## src/sv/hrdp_pkg.sv

```systemverilog
`timescale 1ns / 1ps

package hrdp_pkg;

   // Long item prefix
   localparam logic [7:0] LONG_PREFIX = 8'hfe;

   // Item types, prefix bits 3..2
   localparam logic [1:0] ITEM_MAIN   = 2'b00;
   localparam logic [1:0] ITEM_GLOBAL = 2'b01;
   localparam logic [1:0] ITEM_LOCAL  = 2'b10;

   // Item tags, prefix bits 7..2
   localparam logic [5:0] TAG_USAGE_PAGE   = 6'h01;
   localparam logic [5:0] TAG_LOGICAL_MIN  = 6'h05;
   localparam logic [5:0] TAG_LOGICAL_MAX  = 6'h09;
   localparam logic [5:0] TAG_REPORT_SIZE  = 6'h1d;
   localparam logic [5:0] TAG_REPORT_ID    = 6'h21;
   localparam logic [5:0] TAG_REPORT_COUNT = 6'h25;
   localparam logic [5:0] TAG_PUSH         = 6'h29;
   localparam logic [5:0] TAG_POP          = 6'h2d;
   localparam logic [5:0] TAG_USAGE        = 6'h02;
   localparam logic [5:0] TAG_INPUT        = 6'h20;
   localparam logic [5:0] TAG_OUTPUT       = 6'h24;
   localparam logic [5:0] TAG_FEATURE      = 6'h2c;

   // Main kind register codes
   localparam logic [1:0] KIND_INPUT   = 2'd0;
   localparam logic [1:0] KIND_OUTPUT  = 2'd1;
   localparam logic [1:0] KIND_FEATURE = 2'd2;

   // Local usage state
   localparam logic [1:0] USAGE_NONE  = 2'd0;
   localparam logic [1:0] USAGE_SHORT = 2'd1;
   localparam logic [1:0] USAGE_FULL  = 2'd2;

   // Register indexes
   localparam logic [2:0] REG_MAIN_KIND    = 3'd0;
   localparam logic [2:0] REG_LOGICAL_LOW  = 3'd1;
   localparam logic [2:0] REG_LOGICAL_HIGH = 3'd2;
   localparam logic [2:0] REG_ITEM_FLAGS   = 3'd3;
   localparam logic [2:0] REG_VENDOR_BYTE  = 3'd4;

   // Result kinds
   localparam logic RESULT_MATCH   = 1'b0;
   localparam logic RESULT_SUMMARY = 1'b1;

   typedef struct packed {
      logic [1:0]         main_kind;
      logic signed [31:0] logical_low;
      logic signed [31:0] logical_high;
      logic [31:0]        item_flags;
      logic [7:0]         vendor_byte;
   } cfg_type;

   // Parser output: one decoded byte, up to two results
   typedef struct packed {
      logic        match_v;
      logic        sum_v;
      logic [7:0]  report_id;
      logic [31:0] count;
      logic [31:0] bits;
      logic        trunc;
      logic        push_pop;
   } event_type;

   // After the size multiply
   typedef struct packed {
      logic        match_v;
      logic        sum_v;
      logic [7:0]  report_id;
      logic [28:0] bytes;
      logic        trunc;
      logic        push_pop;
   } sized_type;

   typedef struct packed {
      logic        result_kind;
      logic [7:0]  report_number;
      logic [28:0] report_bytes;
      logic [15:0] reports_found;
      logic [28:0] largest_bytes;
      logic        was_truncated;
      logic        saw_push_pop;
      logic        last_of_run;
   } rsp_type;

   // Short item data size; size code 3 means 4 bytes
   function automatic logic [2:0] data_size(input logic [7:0] prefix);
      data_size = (prefix[1:0] == 2'd3) ? 3'd4 : {1'b0, prefix[1:0]};
   endfunction

endpackage

```

## src/sv/hrdp_parser.sv

```systemverilog
`timescale 1ns / 1ps

module hrdp_parser (
   input  logic                clock,
   input  logic                reset,
   input  logic                accept,
   input  logic [7:0]          descriptor_byte,
   input  logic                final_byte,
   input  hrdp_pkg::cfg_type   cfg,
   output hrdp_pkg::event_type ev_ff
);

   logic [7:0]  prefix_ff, prefix_in;
   logic [8:0]  left_ff, left_in;
   logic [31:0] data_ff, data_in;
   logic        long_ff, long_in;
   logic        stopped_ff, stopped_in;
   logic [15:0] page_ff, page_in;
   logic [31:0] lmin_ff, lmin_in;
   logic [31:0] lmax_ff, lmax_in;
   logic [1:0]  ldef_ff, ldef_in;
   logic [31:0] bits_ff, bits_in;
   logic [31:0] count_ff, count_in;
   logic [7:0]  rid_ff, rid_in;
   logic [31:0] usage_ff, usage_in;
   logic [1:0]  ukind_ff, ukind_in;
   logic        pp_ff, pp_in;
   hrdp_pkg::event_type ev_in;

   logic [1:0]  pos;
   logic        done;
   logic        trunc;
   logic        want_hit;
   logic        match;
   logic [7:0]  usage_top;
   logic [31:0] sdata;
   logic [5:0]  tag;

   // Byte decode and item completion
   always_comb begin
      prefix_in  = prefix_ff;
      left_in    = left_ff;
      data_in    = data_ff;
      long_in    = long_ff;
      stopped_in = stopped_ff;
      page_in    = page_ff;
      lmin_in    = lmin_ff;
      lmax_in    = lmax_ff;
      ldef_in    = ldef_ff;
      bits_in    = bits_ff;
      count_in   = count_ff;
      rid_in     = rid_ff;
      usage_in   = usage_ff;
      ukind_in   = ukind_ff;
      pp_in      = pp_ff;
      done       = 1'b0;
      match      = 1'b0;
      want_hit   = 1'b0;
      pos        = 2'(hrdp_pkg::data_size(prefix_ff) - left_ff[2:0]);

      if (left_ff == '0) begin
         prefix_in = descriptor_byte;
         data_in   = '0;
         if (descriptor_byte == hrdp_pkg::LONG_PREFIX) begin
            left_in = 9'd2;
            long_in = 1'b1;
         end else begin
            left_in = 9'(hrdp_pkg::data_size(descriptor_byte));
            done    = (hrdp_pkg::data_size(descriptor_byte) == 3'd0);
         end
      end else if (prefix_ff == hrdp_pkg::LONG_PREFIX && !long_ff) begin
         // skipping long item data
         left_in = left_ff - 9'd1;
      end else begin
         data_in = data_ff | (32'(descriptor_byte) << {pos, 3'b000});
         left_in = left_ff - 9'd1;
         if (left_in == '0) begin
            if (prefix_ff == hrdp_pkg::LONG_PREFIX) begin
               long_in = 1'b0;
               left_in = 9'(data_in[7:0]);
            end else begin
               done = 1'b1;
            end
         end
      end

      // final byte while item bytes are still owed
      trunc = final_byte && (left_in != '0) &&
              !(prefix_in == hrdp_pkg::LONG_PREFIX && !long_in);
      if (trunc) begin
         stopped_in = 1'b1;
      end

      tag = prefix_in[7:2];
      case (prefix_in[1:0])
         2'd1:    sdata = {{24{data_in[7]}}, data_in[7:0]};
         2'd2:    sdata = {{16{data_in[15]}}, data_in[15:0]};
         default: sdata = data_in;
      endcase

      case (cfg.main_kind)
         hrdp_pkg::KIND_INPUT:   want_hit = (tag == hrdp_pkg::TAG_INPUT);
         hrdp_pkg::KIND_OUTPUT:  want_hit = (tag == hrdp_pkg::TAG_OUTPUT);
         hrdp_pkg::KIND_FEATURE: want_hit = (tag == hrdp_pkg::TAG_FEATURE);
         default:                want_hit = 1'b0;
      endcase

      // page supplies the top of the usage unless a full usage was given
      usage_top = (ukind_ff == hrdp_pkg::USAGE_FULL) ? usage_ff[31:24] : page_ff[15:8];

      if (done && !stopped_in) begin
         case (prefix_in[3:2])
            hrdp_pkg::ITEM_GLOBAL: begin
               case (tag)
                  hrdp_pkg::TAG_USAGE_PAGE: page_in = data_in[15:0];
                  hrdp_pkg::TAG_LOGICAL_MIN: begin
                     lmin_in = sdata;
                     ldef_in = ldef_ff | 2'b01;
                  end
                  hrdp_pkg::TAG_LOGICAL_MAX: begin
                     lmax_in = sdata;
                     ldef_in = ldef_ff | 2'b10;
                  end
                  hrdp_pkg::TAG_REPORT_SIZE:  bits_in  = data_in;
                  hrdp_pkg::TAG_REPORT_ID:    rid_in   = data_in[7:0];
                  hrdp_pkg::TAG_REPORT_COUNT: count_in = data_in;
                  hrdp_pkg::TAG_PUSH,
                  hrdp_pkg::TAG_POP:          pp_in    = 1'b1;
                  default: ;
               endcase
            end
            hrdp_pkg::ITEM_LOCAL: begin
               if (tag == hrdp_pkg::TAG_USAGE) begin
                  if (prefix_in[1:0] == 2'd3) begin
                     usage_in = data_in;
                     ukind_in = hrdp_pkg::USAGE_FULL;
                  end else if (ukind_ff == hrdp_pkg::USAGE_FULL) begin
                     usage_in = {usage_ff[31:16], data_in[15:0]};
                  end else begin
                     usage_in = {16'h0000, data_in[15:0]};
                     ukind_in = hrdp_pkg::USAGE_SHORT;
                  end
               end
            end
            hrdp_pkg::ITEM_MAIN: begin
               match = !pp_ff && want_hit && (ldef_ff == 2'b11) &&
                       (lmin_ff == cfg.logical_low) && (lmax_ff == cfg.logical_high) &&
                       (data_in == cfg.item_flags) && (usage_top == cfg.vendor_byte);
               usage_in = '0;
               ukind_in = hrdp_pkg::USAGE_NONE;
            end
            default: ;
         endcase
      end

      ev_in.match_v   = match;
      ev_in.sum_v     = final_byte;
      ev_in.report_id = rid_ff;
      ev_in.count     = count_ff;
      ev_in.bits      = bits_ff;
      ev_in.trunc     = trunc;
      ev_in.push_pop  = pp_in;

      // end of descriptor: back to the reset state
      if (final_byte) begin
         prefix_in  = '0;
         left_in    = '0;
         data_in    = '0;
         long_in    = 1'b0;
         stopped_in = 1'b0;
         page_in    = 16'hffff;
         lmin_in    = '0;
         lmax_in    = '0;
         ldef_in    = '0;
         bits_in    = '0;
         count_in   = '0;
         rid_in     = '0;
         usage_in   = '0;
         ukind_in   = hrdp_pkg::USAGE_NONE;
         pp_in      = 1'b0;
      end
   end

   always_ff @(posedge clock) begin
      if (reset) begin
         prefix_ff  <= '0;
         left_ff    <= '0;
         data_ff    <= '0;
         long_ff    <= 1'b0;
         stopped_ff <= 1'b0;
         page_ff    <= 16'hffff;
         lmin_ff    <= '0;
         lmax_ff    <= '0;
         ldef_ff    <= '0;
         bits_ff    <= '0;
         count_ff   <= '0;
         rid_ff     <= '0;
         usage_ff   <= '0;
         ukind_ff   <= hrdp_pkg::USAGE_NONE;
         pp_ff      <= 1'b0;
         ev_ff      <= '0;
      end else if (accept) begin
         prefix_ff  <= prefix_in;
         left_ff    <= left_in;
         data_ff    <= data_in;
         long_ff    <= long_in;
         stopped_ff <= stopped_in;
         page_ff    <= page_in;
         lmin_ff    <= lmin_in;
         lmax_ff    <= lmax_in;
         ldef_ff    <= ldef_in;
         bits_ff    <= bits_in;
         count_ff   <= count_in;
         rid_ff     <= rid_in;
         usage_ff   <= usage_in;
         ukind_ff   <= ukind_in;
         pp_ff      <= pp_in;
         ev_ff      <= ev_in;
      end else begin
         ev_ff.match_v <= 1'b0;
         ev_ff.sum_v   <= 1'b0;
      end
   end

endmodule

```

## src/sv/hrdp_rsp_fifo.sv

```systemverilog
`timescale 1ns / 1ps

module hrdp_rsp_fifo #(
   parameter int DEPTH = 8
) (
   input  logic                              clock,
   input  logic                              reset,
   input  logic [1:0]                        wr_count,
   input  hrdp_pkg::rsp_type                 wr_data0,
   input  hrdp_pkg::rsp_type                 wr_data1,
   input  logic                              rd_en,
   output logic                              rd_valid,
   output hrdp_pkg::rsp_type                 rd_data,
   output logic [$clog2(DEPTH+1)-1:0]        level
);

   localparam int PTR_W = $clog2(DEPTH);
   localparam int LVL_W = $clog2(DEPTH + 1);

   hrdp_pkg::rsp_type entry_ff [DEPTH];
   logic [PTR_W-1:0] head_ff, head_in;
   logic [PTR_W-1:0] tail_ff, tail_in;
   logic [PTR_W-1:0] tail1;
   logic [LVL_W-1:0] level_ff, level_in;
   logic             pop;

   function automatic logic [PTR_W-1:0] ptr_next(input logic [PTR_W-1:0] p);
      ptr_next = (p == PTR_W'(DEPTH - 1)) ? '0 : p + 1'b1;
   endfunction

   assign rd_valid = (level_ff != '0);
   assign rd_data  = entry_ff[head_ff];
   assign level    = level_ff;
   assign pop      = rd_en && rd_valid;
   assign tail1    = ptr_next(tail_ff);

   // up to two writes and one read per cycle
   always_comb begin
      head_in = pop ? ptr_next(head_ff) : head_ff;
      case (wr_count)
         2'd1:    tail_in = tail1;
         2'd2:    tail_in = ptr_next(tail1);
         default: tail_in = tail_ff;
      endcase
      level_in = level_ff + LVL_W'(wr_count) - LVL_W'(pop);
   end

   always_ff @(posedge clock) begin
      if (wr_count != 2'd0) begin
         entry_ff[tail_ff] <= wr_data0;
      end
      if (wr_count == 2'd2) begin
         entry_ff[tail1] <= wr_data1;
      end
   end

   always_ff @(posedge clock) begin
      if (reset) begin
         head_ff  <= '0;
         tail_ff  <= '0;
         level_ff <= '0;
      end else begin
         head_ff  <= head_in;
         tail_ff  <= tail_in;
         level_ff <= level_in;
      end
   end

endmodule

```

## src/sv/hid_report_descriptor_parser_unit.sv

```systemverilog
`timescale 1ns / 1ps

// Streaming HID report descriptor parser, one descriptor byte per transfer; a
// byte can be accepted every cycle while req_stall is low. Each byte is decoded
// in the cycle it is accepted; the report size multiply has its own register.
// A byte can cause up to two results (a match and, on the final byte, the
// summary) while the result port moves one per cycle unless stalled, so
// req_stall rises whenever the result queue (RSP_FIFO_DEPTH entries, at least
// six) could not take two results for every result-bearing byte in the
// pipeline plus the next one. With at most one result per byte and no
// rsp_stall the sustained rate is one byte per cycle. The user must write
// match registers through the APB-style port only while the block is idle;
// the block does not enforce this. All parser state returns to reset after the final byte.
module hid_report_descriptor_parser_unit #(
   parameter int RSP_FIFO_DEPTH = 8
) (
   input  logic        clock,
   input  logic        reset,

   input  logic        req_valid,
   output logic        req_stall,
   input  logic [7:0]  req_descriptor_byte,
   input  logic        req_final_byte,

   output logic        rsp_valid,
   input  logic        rsp_stall,
   output logic        rsp_result_kind,
   output logic [7:0]  rsp_report_number,
   output logic [28:0] rsp_report_bytes,
   output logic [15:0] rsp_reports_found,
   output logic [28:0] rsp_largest_bytes,
   output logic        rsp_was_truncated,
   output logic        rsp_saw_push_pop,
   output logic        rsp_last_of_run,

   input  logic        psel,
   input  logic        penable,
   input  logic        pwrite,
   input  logic [4:0]  paddr,
   input  logic [31:0] pwdata,
   output logic [31:0] prdata,
   output logic        pready
);

   localparam int LVL_W = $clog2(RSP_FIFO_DEPTH + 1);
   localparam int OCC_W = LVL_W + 2;

   hrdp_pkg::cfg_type   cfg_ff;
   hrdp_pkg::event_type ev1;
   hrdp_pkg::sized_type ev2_ff;
   hrdp_pkg::rsp_type   match_rsp, sum_rsp, wr_data0;
   logic [31:0]         product;
   logic [15:0]         found_ff, found_in, found_m;
   logic [28:0]         largest_ff, largest_in, largest_m;
   logic [1:0]          wr_count;
   logic [LVL_W-1:0]    fifo_level;
   logic [OCC_W-1:0]    occupancy;
   logic                req_accept;
   logic                csr_write;
   hrdp_pkg::rsp_type   rd_data;

   // Configuration port
   assign pready    = 1'b1;
   assign csr_write = psel && penable && pwrite && pready;

   always_ff @(posedge clock) begin
      if (reset) begin
         cfg_ff.main_kind    <= hrdp_pkg::KIND_OUTPUT;
         cfg_ff.logical_low  <= '0;
         cfg_ff.logical_high <= 32'sd255;
         cfg_ff.item_flags   <= '0;
         cfg_ff.vendor_byte  <= 8'hff;
      end else if (csr_write) begin
         case (paddr[4:2])
            hrdp_pkg::REG_MAIN_KIND:    cfg_ff.main_kind    <= pwdata[1:0];
            hrdp_pkg::REG_LOGICAL_LOW:  cfg_ff.logical_low  <= pwdata;
            hrdp_pkg::REG_LOGICAL_HIGH: cfg_ff.logical_high <= pwdata;
            hrdp_pkg::REG_ITEM_FLAGS:   cfg_ff.item_flags   <= pwdata;
            hrdp_pkg::REG_VENDOR_BYTE:  cfg_ff.vendor_byte  <= pwdata[7:0];
            default: ;
         endcase
      end
   end

   always_comb begin
      case (paddr[4:2])
         hrdp_pkg::REG_MAIN_KIND:    prdata = {30'h0, cfg_ff.main_kind};
         hrdp_pkg::REG_LOGICAL_LOW:  prdata = cfg_ff.logical_low;
         hrdp_pkg::REG_LOGICAL_HIGH: prdata = cfg_ff.logical_high;
         hrdp_pkg::REG_ITEM_FLAGS:   prdata = cfg_ff.item_flags;
         hrdp_pkg::REG_VENDOR_BYTE:  prdata = {24'h0, cfg_ff.vendor_byte};
         default:                    prdata = '0;
      endcase
   end

   // Input side: reserve two queue slots per result-bearing byte in flight and two for the next byte
   always_comb begin
      occupancy = OCC_W'(fifo_level) + OCC_W'(2);
      if (ev1.match_v || ev1.sum_v) begin
         occupancy = occupancy + OCC_W'(2);
      end
      if (ev2_ff.match_v || ev2_ff.sum_v) begin
         occupancy = occupancy + OCC_W'(2);
      end
   end

   assign req_stall  = (occupancy > OCC_W'(RSP_FIFO_DEPTH));
   assign req_accept = req_valid && !req_stall;

   hrdp_parser u_parser (
      .clock           (clock),
      .reset           (reset),
      .accept          (req_accept),
      .descriptor_byte (req_descriptor_byte),
      .final_byte      (req_final_byte),
      .cfg             (cfg_ff),
      .ev_ff           (ev1)
   );

   // Report size multiply
   assign product = 32'(ev1.count * ev1.bits);

   always_ff @(posedge clock) begin
      if (reset) begin
         ev2_ff <= '0;
      end else begin
         ev2_ff.match_v   <= ev1.match_v;
         ev2_ff.sum_v     <= ev1.sum_v;
         ev2_ff.report_id <= ev1.report_id;
         ev2_ff.bytes     <= product[31:3];
         ev2_ff.trunc     <= ev1.trunc;
         ev2_ff.push_pop  <= ev1.push_pop;
      end
   end

   // Running totals and result assembly
   always_comb begin
      found_m   = found_ff;
      largest_m = largest_ff;
      if (ev2_ff.match_v) begin
         if (found_ff != 16'hffff) begin
            found_m = found_ff + 16'd1;
         end
         if (ev2_ff.bytes > largest_ff) begin
            largest_m = ev2_ff.bytes;
         end
      end
      found_in   = ev2_ff.sum_v ? '0 : found_m;
      largest_in = ev2_ff.sum_v ? '0 : largest_m;

      match_rsp.result_kind   = hrdp_pkg::RESULT_MATCH;
      match_rsp.report_number = ev2_ff.report_id;
      match_rsp.report_bytes  = ev2_ff.bytes;
      match_rsp.reports_found = found_m;
      match_rsp.largest_bytes = largest_m;
      match_rsp.was_truncated = 1'b0;
      match_rsp.saw_push_pop  = 1'b0;
      match_rsp.last_of_run   = !ev2_ff.sum_v;

      sum_rsp.result_kind   = hrdp_pkg::RESULT_SUMMARY;
      sum_rsp.report_number = '0;
      sum_rsp.report_bytes  = '0;
      sum_rsp.reports_found = found_m;
      sum_rsp.largest_bytes = largest_m;
      sum_rsp.was_truncated = ev2_ff.trunc;
      sum_rsp.saw_push_pop  = ev2_ff.push_pop;
      sum_rsp.last_of_run   = 1'b1;

      wr_data0 = ev2_ff.match_v ? match_rsp : sum_rsp;
      wr_count = 2'(ev2_ff.match_v) + 2'(ev2_ff.sum_v);
   end

   always_ff @(posedge clock) begin
      if (reset) begin
         found_ff   <= '0;
         largest_ff <= '0;
      end else begin
         found_ff   <= found_in;
         largest_ff <= largest_in;
      end
   end

   hrdp_rsp_fifo #(
      .DEPTH (RSP_FIFO_DEPTH)
   ) u_rsp_fifo (
      .clock    (clock),
      .reset    (reset),
      .wr_count (wr_count),
      .wr_data0 (wr_data0),
      .wr_data1 (sum_rsp),
      .rd_en    (!rsp_stall),
      .rd_valid (rsp_valid),
      .rd_data  (rd_data),
      .level    (fifo_level)
   );

   assign rsp_result_kind   = rd_data.result_kind;
   assign rsp_report_number = rd_data.report_number;
   assign rsp_report_bytes  = rd_data.report_bytes;
   assign rsp_reports_found = rd_data.reports_found;
   assign rsp_largest_bytes = rd_data.largest_bytes;
   assign rsp_was_truncated = rd_data.was_truncated;
   assign rsp_saw_push_pop  = rd_data.saw_push_pop;
   assign rsp_last_of_run   = rd_data.last_of_run;

   // Checks
   a_fifo_no_overflow: assert property (@(posedge clock) disable iff (reset)
      (OCC_W'(fifo_level) + OCC_W'(wr_count)) <= OCC_W'(RSP_FIFO_DEPTH))
      else $error("result queue overflow");

   a_totals_cleared: assert property (@(posedge clock) disable iff (reset)
      ev2_ff.sum_v |=> (found_ff == '0) && (largest_ff == '0))
      else $error("running totals not cleared after summary");

   a_summary_ends_run: assert property (@(posedge clock) disable iff (reset)
      (rsp_valid && rsp_result_kind == hrdp_pkg::RESULT_SUMMARY) |-> rsp_last_of_run)
      else $error("summary transfer not marked last");

   a_match_after_mult: assert property (@(posedge clock) disable iff (reset)
      ev1.match_v |=> ev2_ff.match_v && (ev2_ff.bytes == $past(product[31:3])))
      else $error("match lost in size stage");

endmodule

```

## config.mk

```make
export PLATFORM = sky130hd
export DESIGN_NAME = hid_report_descriptor_parser_unit
export DESIGN_NICKNAME = d
export VERILOG_FILES = /design/src/sv/hrdp_pkg.sv /design/src/sv/hrdp_parser.sv /design/src/sv/hrdp_rsp_fifo.sv /design/src/sv/hid_report_descriptor_parser_unit.sv
export SDC_FILE = /design/constraint.sdc
export NUM_CORES = 2
export LEC_CHECK = 0
export CORE_MARGIN = 2
export CORE_UTILIZATION = 47
export CTS_CLUSTER_SIZE = 28
export DETAILED_ROUTE_END_ITERATION = 12
export DONT_BUFFER_PORTS = 1
export PLACE_DENSITY = 0.58
export REMOVE_ABC_BUFFERS = 1
export SYNTH_ARGS = -nofsm -noshare
export SYNTH_HDL_FRONTEND = slang
export SYNTH_HIERARCHICAL = 1
export SYNTH_SLANG_ARGS = --single-unit
```

## constraint.sdc

```tcl
create_clock -name clock -period 9.11 [get_ports clock]
set_clock_uncertainty 0.1 [all_clocks]
set_input_delay 1.3665 -clock clock [delete_from_list [all_inputs] [get_ports clock]]
set_output_delay 1.3665 -clock clock [all_outputs]
set_load 0.01 [all_outputs]
```

======== Word-level counts from Yosys, hierarchy flattened ========
Memory sizes are Yosys's and may differ from the RTL's. A register that Yosys moved wholly into a read port is not among the register bits.
Index checks and enable logic that the tools add are counted.
word-level totals
  bits in registers ....................... 502
  memory bits (writable) .................. 688
  output and inout port bits .............. 121
  word-level logic and storage cells ...... 257
  memories kept ........................... 1
operators by class
  $add $sub $neg .......................... 12
  $mul .................................... 1
  order comparisons ....................... 2
  eq/ne operators ......................... 44
  shifts and indexed selects .............. 1
  muxes and demuxes ....................... 91
  bitwise operators ....................... 4
  reduce and logical (&&, ||, !) cells .... 62
memories
  memory               words  width  rd ports  clocked after memory_dff  wr ports  RTL line             text
  u_rsp_fifo.entry_ff  8      86     1         1                         2         hrdp_rsp_fifo.sv:20  hrdp_pkg::rsp_type entry_ff [DEPTH];
operators with widths
  cell                   number
  $mux 32                24
  $pmux 32 s5            1
  $pmux 32 s2            2
  $eq 32x32->1           3
  $mux 16                6
  $mux 86                1
  $mux 29                2
  $mux 8                 7
  $mux 9                 5
  $eq 6x6->1 const B     7
  $mul 32x32->32         1
  $or 32x32->32          1
  $shl 8x5->32           1
  $gt 29x29->1           1
  $eq 8x8->1 const B     3
  $reduce_and 4->1       6
  $mux 1                 21
  $mux 3                 7
  $reduce_bool 2->1      10
  $eq 2x2->1 const B     9
  $logic_not 9->1        2
  $mux 2                 9
  $add 16x1->16 const B  1
  $ne 16x16->1 const B   1
  40 further kinds       86

======== Logic depth before layout (Yosys ltp) ========
  depth in word-level cells ............... 17
  gate-level depth with buffers ........... 28
  mapped depth without buffers ............ 26

======== By module ========
Netlist, hierarchy kept.
by module, submodules not included
  module                             times used  cells each  area each (um^2)
  hrdp_rsp_fifo                      1           1,869       34,989.8
  hid_report_descriptor_parser_unit  1           2,867       24,986.5
  hrdp_parser                        1           1,500       13,334.0

======== Worst setup path before layout ========
OpenSTA, ideal clock, no wires.
  path type ............................... register -> register
  start ................................... register u_parser/ev_ff[6] (netlist name)
  end ..................................... register ev2_ff[30] (netlist name)
  library setup time ...................... 0.128 ns
  data arrival time ....................... 6.585 ns
  data required time ...................... 8.882 ns
  setup slack ............................. 2.297 ns
  cell stages (with the launch flop) ...... 27
  buffers on the path ..................... 2
  cell sequence ........................... dfxtp_1 > clkbuf_1 > clkbuf_1 > and2_1 > fa_1 > inv_1 > fa_1 > fa_1 > fa_1 > inv_1 > fa_1 > inv_1 > fa_1 > inv_1 > fa_1 > inv_1 > fa_1 > inv_1 > ha_1 > a211oi_1 > o21ai_1 > a31o_1 > a31oi_1 > o211ai_1 > a41oi_2 > xnor2_1 > nor2_1
on the way
  word-level cells in the longest chain between the ends .. 1
RTL lines
  what                    RTL line                                  text
  from (decl)             hrdp_parser.sv:10                         output hrdp_pkg::event_type ev_ff
  from (signal assigned)  hrdp_parser.sv:218                        ev_ff <= ev_in;
  $mul 32x32->32          hid_report_descriptor_parser_unit.sv:121  assign product = 32'(ev1.count * ev1.bits);
  to (decl)               hid_report_descriptor_parser_unit.sv:50   hrdp_pkg::sized_type ev2_ff;
No other way between the ends.
A chain may end at the register's enable or synchronous reset.

======== Worst setup path in the final report ========
  start ................................... register u_parser/ev_ff[45] (netlist name)
  end ..................................... register ev2_ff[30] (netlist name)
The elaborated chain is that of the path after synthesis.

==> impl_metrics.tcl <==
set metrics [dict create \
    portBuffers 0 \
    cts_max_path_buffers 3 \
    grt_overflow 0 \
    cts_made_buffers 135 \
    diodes 0 \
    drt_iter0_markers 3468 \
    max_slew.worst_pin.slew_ps 1351 \
    synthTopCellsByCount "mux2_2, edfxtp_1, nand2_1" \
    rsz0062_at_grt "false" \
    wl_per_cell_um 23.84 \
    grt_pass1_vias 48683 \
    rrSetupSlack_ps 1430 \
    start_kind "register" \
    rows 144 \
    clkTransAtPathRegs_ps 60 \
    cts_tree "done" \
    antenna_found_initial 0 \
    vdd_drop_max_mv 0.3928 \
    cp-end-kind "register" \
    yosysSeqAreaShare 0.4153 \
    dp_cells 8286 \
    num_io_pins 174 \
    fin_crit_ps 7677 \
    die_h_um 398.9 \
    hold_viol 0 \
    htreeDepth 4 \
    critPathMaxFanout 22 \
    synth_area_leaders "edfxtp_1, dfxtp_1, mux2_2" \
    crit_slowest_cell "dfxtp_1" \
    path_buf_inv 6 \
    drive_above_1_share 0.2055 \
    die_w_um 398.9 \
    core_um2 154400 \
    routed_wl_um 203400 \
    synth_edf_count 688 \
    vias 47675 \
    outcome "completed" \
    clock-sinks 1177 \
    clkLatencyLatePin_ps 790 \
    cp.arrival_ps 8190 \
    hpwlAfterDp_um 132800 \
    path_delay_family "adder cells" \
    drtPass1Iterations 7 \
    synth_top_area_frac 0.2818 \
    netlist-cell-type-count 103 \
    grt_max_degree 342 \
    setup_viol 0 \
    clockRootBuffer "clkbuf_16" \
    ant_nets 0 \
    max_stage_delay_ps 1060 \
    power_mw 15.39 \
    routabilityCongestion 0.9354 \
    area_growth_pct 10.02 \
    layout.cells.non_filler 8531 \
    relSlewSlack 0.08977 \
    syn_inst 6236 \
    hp-class "reg -> reg" \
    p_leak_nw 31.01 \
    grt_pass1_wl_um 308600 \
    synth_top_flop_cell "edfxtp_1" \
    fp.dieArea_um2 159200 \
    yosysTopAreaCell "edfxtp_1" \
    synth_area_um2 73310 \
    postCtsSetupBuffers 0 \
    critical_path_required_ps 9620 \
    synth_most_common_cell "mux2_2" \
    nets 7022 \
    cts_resized 0 \
    ys_warn_count 6 \
    maxCapViolCount 0 \
    pwr_density_cell_nw_per_um2 190.9 \
    worst_path_most_repeated_cell "fa_1" \
    crit_chain "and2_1 > fa_1 > fa_1 > fa_1 > inv_1 > fa_1 > inv_1 > fa_1 > inv_1 > fa_1 > inv_1 > fa_1 > inv_1 > fa_1 > inv_1 > ha_1 > a211oi_1 > o21ai_1 > a31o_1 > a31oi_1 > o211ai_1 > a41oi_2 > xnor2_1 > nor2_1" \
    initial_core_util 0.4748 \
    final.period_utilization 0.8427 \
    fmax_ghz 0.1303 \
    hold_buffers 0 \
    grt.total_usage 0.2561 \
    avgSynthCellArea_um2 11.76 \
    drv_slew 0 \
    worst-setup-path-type "reg -> reg" \
    viasPerCell 5.588 \
    drc 0 \
    synth-seq-cells 1177 \
    async_flop_share 0 \
]
==> per-layer routing <==
metal  vias up  part of all wire  track usage
met4         0             0.028      0.07817
met1     24263              0.44       0.3459
met5         -                 0            0
met3       302             0.048      0.03449
li1      21889                 -            -
met2      1221              0.48       0.4281
==> layout by cell type, fill, tap and decap left out, drive strengths merged, types with 14 or more instances in the layout <==
cell and count:
a211oi 19, a21o 28, a21oi 192, a221oi 14, a22oi 44, a31oi 19, and2 375, buf 92
clkbuf 192, clkinv 36, conb 313, dfxtp 489, edfxtp 688, fa 409, ha 181, inv 531
mux2 841, mux2i 124, mux4 172, nand2 600, nand2b 24, nand3 30, nand3b 71, nand4 34
nor2 245, nor2b 56, nor3 26, nor4 22, o211ai 15, o21ai 137, o22ai 16, o2bb2ai 68
o31ai 20, or3 21, xnor2 106, xor2 55
==> where the power goes <==
group / total, mW / switching (mW) / internal, mW
clock network: 5.55 / 2.31 / 3.24
registers: 5.94 / 0.215 / 5.72
logic: 3.90 / 2.63 / 1.27
==> kinds of logic (layout without fill, tap and decap cells) <==
group,count (synthesis),in the layout,synth area share
and+or+nand+nor,1564,1564,0.1073
DFF,1177,1177,0.4153
muxes,1137,1137,0.1991
buffers and inverters,922,862,0.05257
AOI/OAI and AO/OA,682,682,0.06352
adders and majority gates,590,590,0.1426
xor gates and xnor gates,162,162,0.01954
other,2,313,0.0001024
==> worst reg2reg max path: cells and delay by family, from the launching register on <==
kind	cells	cell delay [ps]
compound gates	6	1340
simple gates	2	340
xor+xnor	1	150
buf+inv	6	310
flops	1	1060
fa+ha+maj	9	4230
==> flip-flops by register name, indices dropped and copies added (netlist names), named ones only <==
name / count
u_parser/bits_ff: 32
u_parser/page_ff: 8
u_rsp_fifo/entry_ff: 688
u_parser/ukind_ff: 2
u_parser/lmin_ff: 32
u_parser/rid_ff: 8
u_parser/left_ff: 9
u_parser/usage_ff: 8
u_parser/count_ff: 32
u_parser/lmax_ff: 32
u_parser/data_ff: 32
found_ff: 16
u_parser/ev_ff: 76
u_parser/stopped_ff: 1
u_parser/ldef_ff: 2
u_rsp_fifo/level: 4
largest_ff: 29
u_rsp_fifo/tail_ff: 3
ev2_ff: 41
u_rsp_fifo/head_ff: 3
u_parser/long_ff: 1
u_parser/pp_ff: 1
u_parser/prefix_ff: 8
cfg_ff: 106
==> area by class of cell <==
cell class | count | area (µm²)
Fill cell | 13526 | 73750
Timing Repair Buffer | 92 | 728.2
Multi-Input combinational cell | 4448 | 40370
Sequential cell | 1177 | 30460
Tap cell | 2044 | 2557
Clock buffer | 192 | 3856
Inverter | 525 | 1971
Clock inverter | 53 | 710.7
==> per-stage QoR <==
| step | cell area, µm² | setup WS [ps] | utilization | hold slack (ps) | TNS (ps) |
|---|---|---|---|---|---|
| CTS | 80660 | 1424 | 0.5224 | 351.1 | 0 |
| finish | 80660 | 1433 | 0.5224 | 351.6 | 0 |
| global route | 80660 | 987.7 | 0.5224 | 370.0 | 0 |
| floorplan | 72590 | -3121 | - | 325.0 | -461320 |
| global placement | 76090 | 1439 | 0.4928 | 335.7 | 0 |
| detailed placement | 76090 | 1443 | 0.4928 | 344.8 | 0 |
==> final timing paths <==
check / start / cells after the start / endpoint
worst max-delay path: u_parser/ev_ff[45] / 24 / ev2_ff[30]
worst min-delay path: u_parser/bits_ff[29] / 2 / u_parser/bits_ff[29]
worst max register to register: u_parser/ev_ff[45] / 24 / ev2_ff[30]
worst min register to register: u_parser/bits_ff[29] / 2 / u_parser/bits_ff[29]
Power figures use the tool's default switching activity.
